[config.mk]
export PLATFORM = sky130hd
export DESIGN_NAME = a8wd_ctrl
export DESIGN_NICKNAME = d
export VERILOG_FILES = /design/src/sv/a8wd_pkg.sv /design/src/sv/a8wd_ctrl.sv
export SDC_FILE = /design/constraint.sdc
export NUM_CORES = 1
export LEC_CHECK = 0
export ABC_AREA = 1
export CORE_AREA = 5 5 42 44
export CTS_BUF_LIST = sky130_fd_sc_hd__clkbuf_2 sky130_fd_sc_hd__clkbuf_4 sky130_fd_sc_hd__clkbuf_8
export DETAILED_ROUTE_END_ITERATION = 7
export DIE_AREA = 0 0 47 49
export DONT_BUFFER_PORTS = 1
export HOLD_SLACK_MARGIN = 0.08
export SYNTH_ARGS = -nofsm -noshare
export SYNTH_HDL_FRONTEND = slang
export SYNTH_SLANG_ARGS = --single-unit
export TNS_END_PERCENT = 1
[constraint.sdc]
create_clock -name clk -period 1.16 [get_ports clk]
set_clock_uncertainty 0.2 [all_clocks]
set_input_delay 0.116 -clock clk [delete_from_list [all_inputs] [get_ports clk]]
set_output_delay 0.116 -clock clk [all_outputs]
set_load 0.005 [all_outputs]
[src/sv/a8wd_pkg.sv]
// Shared constants, command codes and handshake types for the op-8 word delta decoder.
package a8wd_pkg;

  // Frame store geometry.
  localparam int PLANES  = 8;
  localparam int COLUMNS = 32;
  localparam int ROWS    = 256;

  localparam int DEPTH     = PLANES * COLUMNS * ROWS;
  localparam int ADDR_W    = (DEPTH > 1) ? $clog2(DEPTH) : 1;
  localparam int COL_CNT_W = $clog2(COLUMNS + 1);
  localparam int ROW_CNT_W = $clog2(ROWS + 1);
  localparam int WORD_W    = 16;

  // Input command codes.
  localparam logic [1:0] CMD_START = 2'd0;
  localparam logic [1:0] CMD_DELTA = 2'd1;
  localparam logic [1:0] CMD_READ  = 2'd2;
  localparam logic [1:0] CMD_LOAD  = 2'd3;

  // Configuration register indexes.
  localparam logic [1:0] CFG_XOR_MODE = 2'd0;
  localparam logic [1:0] CFG_COLUMNS  = 2'd1;
  localparam logic [1:0] CFG_ROWS     = 2'd2;

  localparam logic [5:0] COLS_RESET = 6'd32;
  localparam logic [8:0] ROWS_RESET = 9'd256;

  // Decode phases of the delta stream.
  localparam logic [2:0] PH_COUNT      = 3'd0;
  localparam logic [2:0] PH_OP         = 3'd1;
  localparam logic [2:0] PH_LITERAL    = 3'd2;
  localparam logic [2:0] PH_FILL_COUNT = 3'd3;
  localparam logic [2:0] PH_FILL_WORD  = 3'd4;
  localparam logic [2:0] PH_DONE       = 3'd5;

  localparam logic [15:0] RUN_MASK = 16'h7FFF;

  // Commands from the controller to the datapath.
  typedef struct packed {
    logic clear_wr;   // write zero at the clearing address and advance it
    logic capture;    // register the accepted transaction
    logic start;      // start a plane
    logic load_wr;    // load a store word from the input ports
    logic read_issue; // read the store at the input address
    logic exec_step;  // apply a delta word that needs no store access
    logic mem_read;   // read the store word at the decode position
    logic mem_write;  // write the merged word and advance the decoder
    logic out_load;   // place a result in the output register
  } a8wd_cmd_t;

  // Status from the datapath to the controller.
  typedef struct packed {
    logic clear_last;
    logic need_mem;
    logic fill_more;
    logic out_busy;
  } a8wd_sts_t;

  function automatic logic [ADDR_W-1:0] store_addr(input logic [15:0] p, input logic [15:0] c,
                                                   input logic [15:0] r);
    logic [31:0] a;
    a = (32'(p) * 32'(COLUMNS) + 32'(c)) * 32'(ROWS) + 32'(r);
    return a[ADDR_W-1:0];
  endfunction

  function automatic logic in_store(input logic [15:0] p, input logic [15:0] c,
                                    input logic [15:0] r);
    return (p < 16'(PLANES)) && (c < 16'(COLUMNS)) && (r < 16'(ROWS));
  endfunction

endpackage

[src/sv/a8wd_ctrl.sv]
// Controller state machine: sequences clearing, commands, store accesses and results.
module a8wd_ctrl
  import a8wd_pkg::*;
(
  input  logic       clk,
  input  logic       rst_n,
  input  logic       in_valid,
  input  logic [1:0] in_cmd,
  output logic       in_ready,
  output a8wd_cmd_t  cmd,
  input  a8wd_sts_t  sts
);

  localparam logic [2:0] ST_CLEAR  = 3'd0;
  localparam logic [2:0] ST_IDLE   = 3'd1;
  localparam logic [2:0] ST_EXEC   = 3'd2;
  localparam logic [2:0] ST_WRITE  = 3'd3;
  localparam logic [2:0] ST_RESULT = 3'd4;

  logic [2:0] state_r;
  logic [2:0] state_nxt;

  always_ff @(posedge clk) begin
    if (!rst_n) begin
      state_r <= ST_CLEAR;
    end else begin
      state_r <= state_nxt;
    end
  end

  assign in_ready = (state_r == ST_IDLE);

  always_comb begin
    state_nxt = state_r;
    cmd       = '0;
    unique case (state_r)
      ST_CLEAR: begin
        cmd.clear_wr = 1'b1;
        if (sts.clear_last) begin
          state_nxt = ST_IDLE;
        end
      end
      ST_IDLE: begin
        if (in_valid) begin
          cmd.capture = 1'b1;
          unique case (in_cmd)
            CMD_START: cmd.start = 1'b1;
            CMD_LOAD:  cmd.load_wr = 1'b1;
            CMD_READ: begin
              cmd.read_issue = 1'b1;
              state_nxt      = ST_RESULT;
            end
            CMD_DELTA: state_nxt = ST_EXEC;
            default:   state_nxt = ST_IDLE;
          endcase
        end
      end
      ST_EXEC: begin
        if (sts.need_mem) begin
          cmd.mem_read = 1'b1;
          state_nxt    = ST_WRITE;
        end else begin
          cmd.exec_step = 1'b1;
          state_nxt     = ST_RESULT;
        end
      end
      ST_WRITE: begin
        cmd.mem_write = 1'b1;
        state_nxt     = sts.fill_more ? ST_EXEC : ST_RESULT;
      end
      ST_RESULT: begin
        if (!sts.out_busy) begin
          cmd.out_load = 1'b1;
          state_nxt    = ST_IDLE;
        end
      end
      default: state_nxt = ST_CLEAR;
    endcase
  end

  // A store write always follows the read of the same word.
  a_write_after_exec: assert property (@(posedge clk) disable iff (!rst_n)
    state_r == ST_WRITE |-> $past(state_r) == ST_EXEC)
    else $error("write state entered without a preceding read");

  // The clearing pass runs only once after reset.
  a_clear_once: assert property (@(posedge clk) disable iff (!rst_n)
    state_r != ST_CLEAR |=> state_r != ST_CLEAR)
    else $error("clearing pass re-entered");

  // A loaded result hands control back to the input side.
  a_result_to_idle: assert property (@(posedge clk) disable iff (!rst_n)
    cmd.out_load |=> state_r == ST_IDLE)
    else $error("result load did not return to idle");

endmodule

==> results.cfg <==
[finish]
area_of_the_multi_input_gates_um2 = 270
layout-drive-gt1-share_pct = 46.5
layout.nets = 96
regArea_um2 = 71.3
n_antenna_cell = 0
fillerInstances = 141
largestRegisters = state_r (3)
fin_util_pct = 45.4
synthToLayoutAreaGrowth_pct = 87.1
largest_register = state_r
largest_register_ff_count = 3

[power_and_ir_drop]
pwr_density_cell_nw_per_um2 = 1290
sequentialPowerShare_pct = 19.9
switch_pwr_mw = 0.312
power.share.clock_pct = 24.7
internal_power_mw = 0.506
vdd.ir_drop.worst_v = 0.000609
netSwitchingFraction_pct = 38.1
static-leakage-power_nw = 0.339
comb_power_share_pct = 55.5
overall_power_consumption_mw = 0.819

[logic_synthesis]
synthesis.area_um2 = 340
synth.lib_cells_used.distinct = 14
yosysSeqAreaShare_pct = 17.6
instance_count_of_the_mapped_netlist = 62
synth-seq-cells = 3
synth_fp_nets = 71
netlist.area_leader.share_pct = 19.1
post-synth-top-area-cell = sky130_fd_sc_hd__nand3_1
synth_top_cells_by_area = sky130_fd_sc_hd__nand3_1 (19%), sky130_fd_sc_hd__dfxtp_1 (18%), sky130_fd_sc_hd__inv_1 (13%)
yosys_warnings = 0
post_synth.cell_area_avg_um2 = 5.49

[global_route]
met3_usage_pct = 1.85
groute.usage.overall_pct = 10.0
met2_usage_pct = 18.6
grt_util_met1_pct = 9.91
grt_start_max_net_pins = 9
grt.overflow.total = 0
global_route_wire_length_before_repair_um = 1800
grt_antenna_before_repair = 0
grt_pass1_vias = 482
grt_most_used_layer = met2

[outcome]
outcome = complete, but fails checks
violations_in_the_final_reports = negative setup slack

[die]
coreArea_um2 = 1400
io_pins = 19
floorplan.die.width_um = 47
floorplan.initialDensity_pct = 24.3
design.die.area_um2 = 2300
chipHeight_um = 49
num_rows = 14

[clock_tree]
cts_made_buffers = 3
clockRootBuffer = sky130_fd_sc_hd__clkbuf_4
clkSlewWorstSetupHoldPaths_ns = 0.04
clkSinkCount = 3
clock_tree_from_tritoncts = built
clk_latency_ns = 0.23
clock_tree.buffer_depth = 2
cts_h_tree_depth = 1

[sta]
slew_viol_final = 0
worst-slew-pin-transition_ns = 0.200
timing.hold.ws_ns = 0.0645
final.setup.tns_ns = -2.08
final.period_utilization_pct = 118
setup_violation_total_in_the_final_timing_report = 13
max-slew-margin-rel_pct = 86.6
grt_setup_unrepaired = true
final.setup.worst_slack_ns = -0.206
fmax_ghz = 0.732
timing.final.crit_period_ns = 1.37
hold_viol = 0

[routing]
routed_wire_length_per_instance_um = 10.7
via_per_inst = 4.73
drt-initial-drc-count = 6
routed_wl_um = 1090
route.antenna.remaining_nets = 0
detailroute.via_count = 482
route.detailed.drc = 0
drt_pre_antenna_iters = 4

[critical_path]
crit_slowest_cell = sky130_fd_sc_hd__dfxtp_4
crit_path_end_kind = primary output
crit_path_max_fanout = 4
critical_path.startpoint_type = register
timing.critical_path.arrival_ns = 1.05
timing.critical_path.required_ns = 0.84
critical_path.cell_chain = nor3_4 -> buf_4 -> buf_6
critical-path-max-stage-delay_ns = 0.36
timing_worst_setup_path_type = reg -> out
cp.buffers_inverters = 2
crit_family = flip-flops

[placed_design]
place.gp.congestion = 0.773
detail_placement_hpwl_um = 765
port_buffers = 0

[hold_path]
timing.hold.worst.class = in -> reg

[job]
max-cap-violations = 0
-- Yosys cell counts --
library cell               n
sky130_fd_sc_hd__nor3_4    1
sky130_fd_sc_hd__buf_4     1
sky130_fd_sc_hd__nor2_1   10
sky130_fd_sc_hd__inv_1    12
sky130_fd_sc_hd__nand4_1   3
sky130_fd_sc_hd__inv_2     3
sky130_fd_sc_hd__nand3_1  13
sky130_fd_sc_hd__nand2_1   9
sky130_fd_sc_hd__dfxtp_1   3
sky130_fd_sc_hd__nand2_2   1
sky130_fd_sc_hd__nor4_1    1
sky130_fd_sc_hd__nor3_1    2
sky130_fd_sc_hd__nor2_2    2
sky130_fd_sc_hd__nand3_2   1
-- metrics by stage --
| stage | setup slack (ns) | instances | instance area [um^2] |
|---|---|---|---|
| floorplan | -0.0227 | 62 | 355 |
| global placement | -0.188 | 83 | 413 |
| detailed placement | -0.187 | 83 | 413 |
| CTS | -0.216 | 102 | 617 |
| global route | -0.225 | 102 | 637 |
| finish | -0.206 | 102 | 637 |
-- per-layer routing --
| layer | part of all wire [%] | wire (um) | vias to the layer above |
|---|---|---|---|
| met2 | 56 | 611 | 7 |
| li1 | - | - | 250 |
| met1 | 40 | 439 | 223 |
| met5 | 0 | 0 | - |
| met3 | 2.6 | 28 | 2 |
| met4 | 1.3 | 14 | 0 |
-- cell usage in the layout (no fill, tap or decap), types with 4 or more instances in the layout --
| cell | synthesis | final |
|---|---|---|
| sky130_fd_sc_hd__dlygate4sd3_1 | 0 | 5 |
| sky130_fd_sc_hd__nor2_2 | 2 | 5 |
| sky130_fd_sc_hd__inv_1 | 12 | 10 |
| sky130_fd_sc_hd__clkbuf_4 | 0 | 4 |
| sky130_fd_sc_hd__nand2_1 | 9 | 7 |
| sky130_fd_sc_hd__nor2_1 | 10 | 6 |
| sky130_fd_sc_hd__nand3_1 | 13 | 13 |
| sky130_fd_sc_hd__buf_4 | 1 | 13 |
-- cells by family after synthesis --
group,after synthesis,synth area share (%)
AND/OR/NAND/NOR,43,63.6
buffers and inverters,16,18.7
flip-flops,3,17.6
-- power groups by stage --
stage / registers [mW] / logic, mW / clock network [mW]
after floorplan: 0.160 / 0.204 / 0
after global placement: 0.168 / 0.281 / 0
after detailed placement: 0.169 / 0.284 / 0
after CTS: 0.159 / 0.422 / 0.207
after global routing: 0.168 / 0.491 / 0.214
final: 0.163 / 0.454 / 0.202
-- timing repair --
action | CTS | global route
setup buffers | 8 | 0
hold buffers | 7 | 0
hold endpoints to repair | 3 | 0
setup endpoints to repair | 13 | 13
resized for setup | 12 | 8
pin swaps | 5 | 5
-- tightest hold or removal path: cells and delay by family --
family,cells,cell delay [ns]
simple gates,4,0.28
buf+inv,2,0.07
-- area by class of cell --
| type | count | share of cell area, % |
|---|---|---|
| Multi-Input combinational cell | 43 | 42.4 |
| Timing Repair Buffer | 21 | 28.9 |
| Sequential cell | 3 | 11.2 |
| Inverter | 15 | 9.63 |
| Clock buffer | 4 | 4.72 |
| Tap cell | 16 | 3.14 |
-- final timing paths --
check                                from                 endpoint  slack (ns)  depth (start not counted)
setup reg to reg  state_r[2]$_SDFFE_PN0P_  state_r[2]$_SDFFE_PN0P_       -0.18                          6
setup / recovery  state_r[2]$_SDFFE_PN0P_                 in_ready       -0.21                          3
hold / removal                     sts[3]  state_r[0]$_SDFFE_PN0P_        0.06                          6
hold reg to reg   state_r[1]$_SDFFE_PN0P_  state_r[1]$_SDFFE_PN0P_        0.50                          4
No activity file was read; power rests on OpenSTA's default activity.
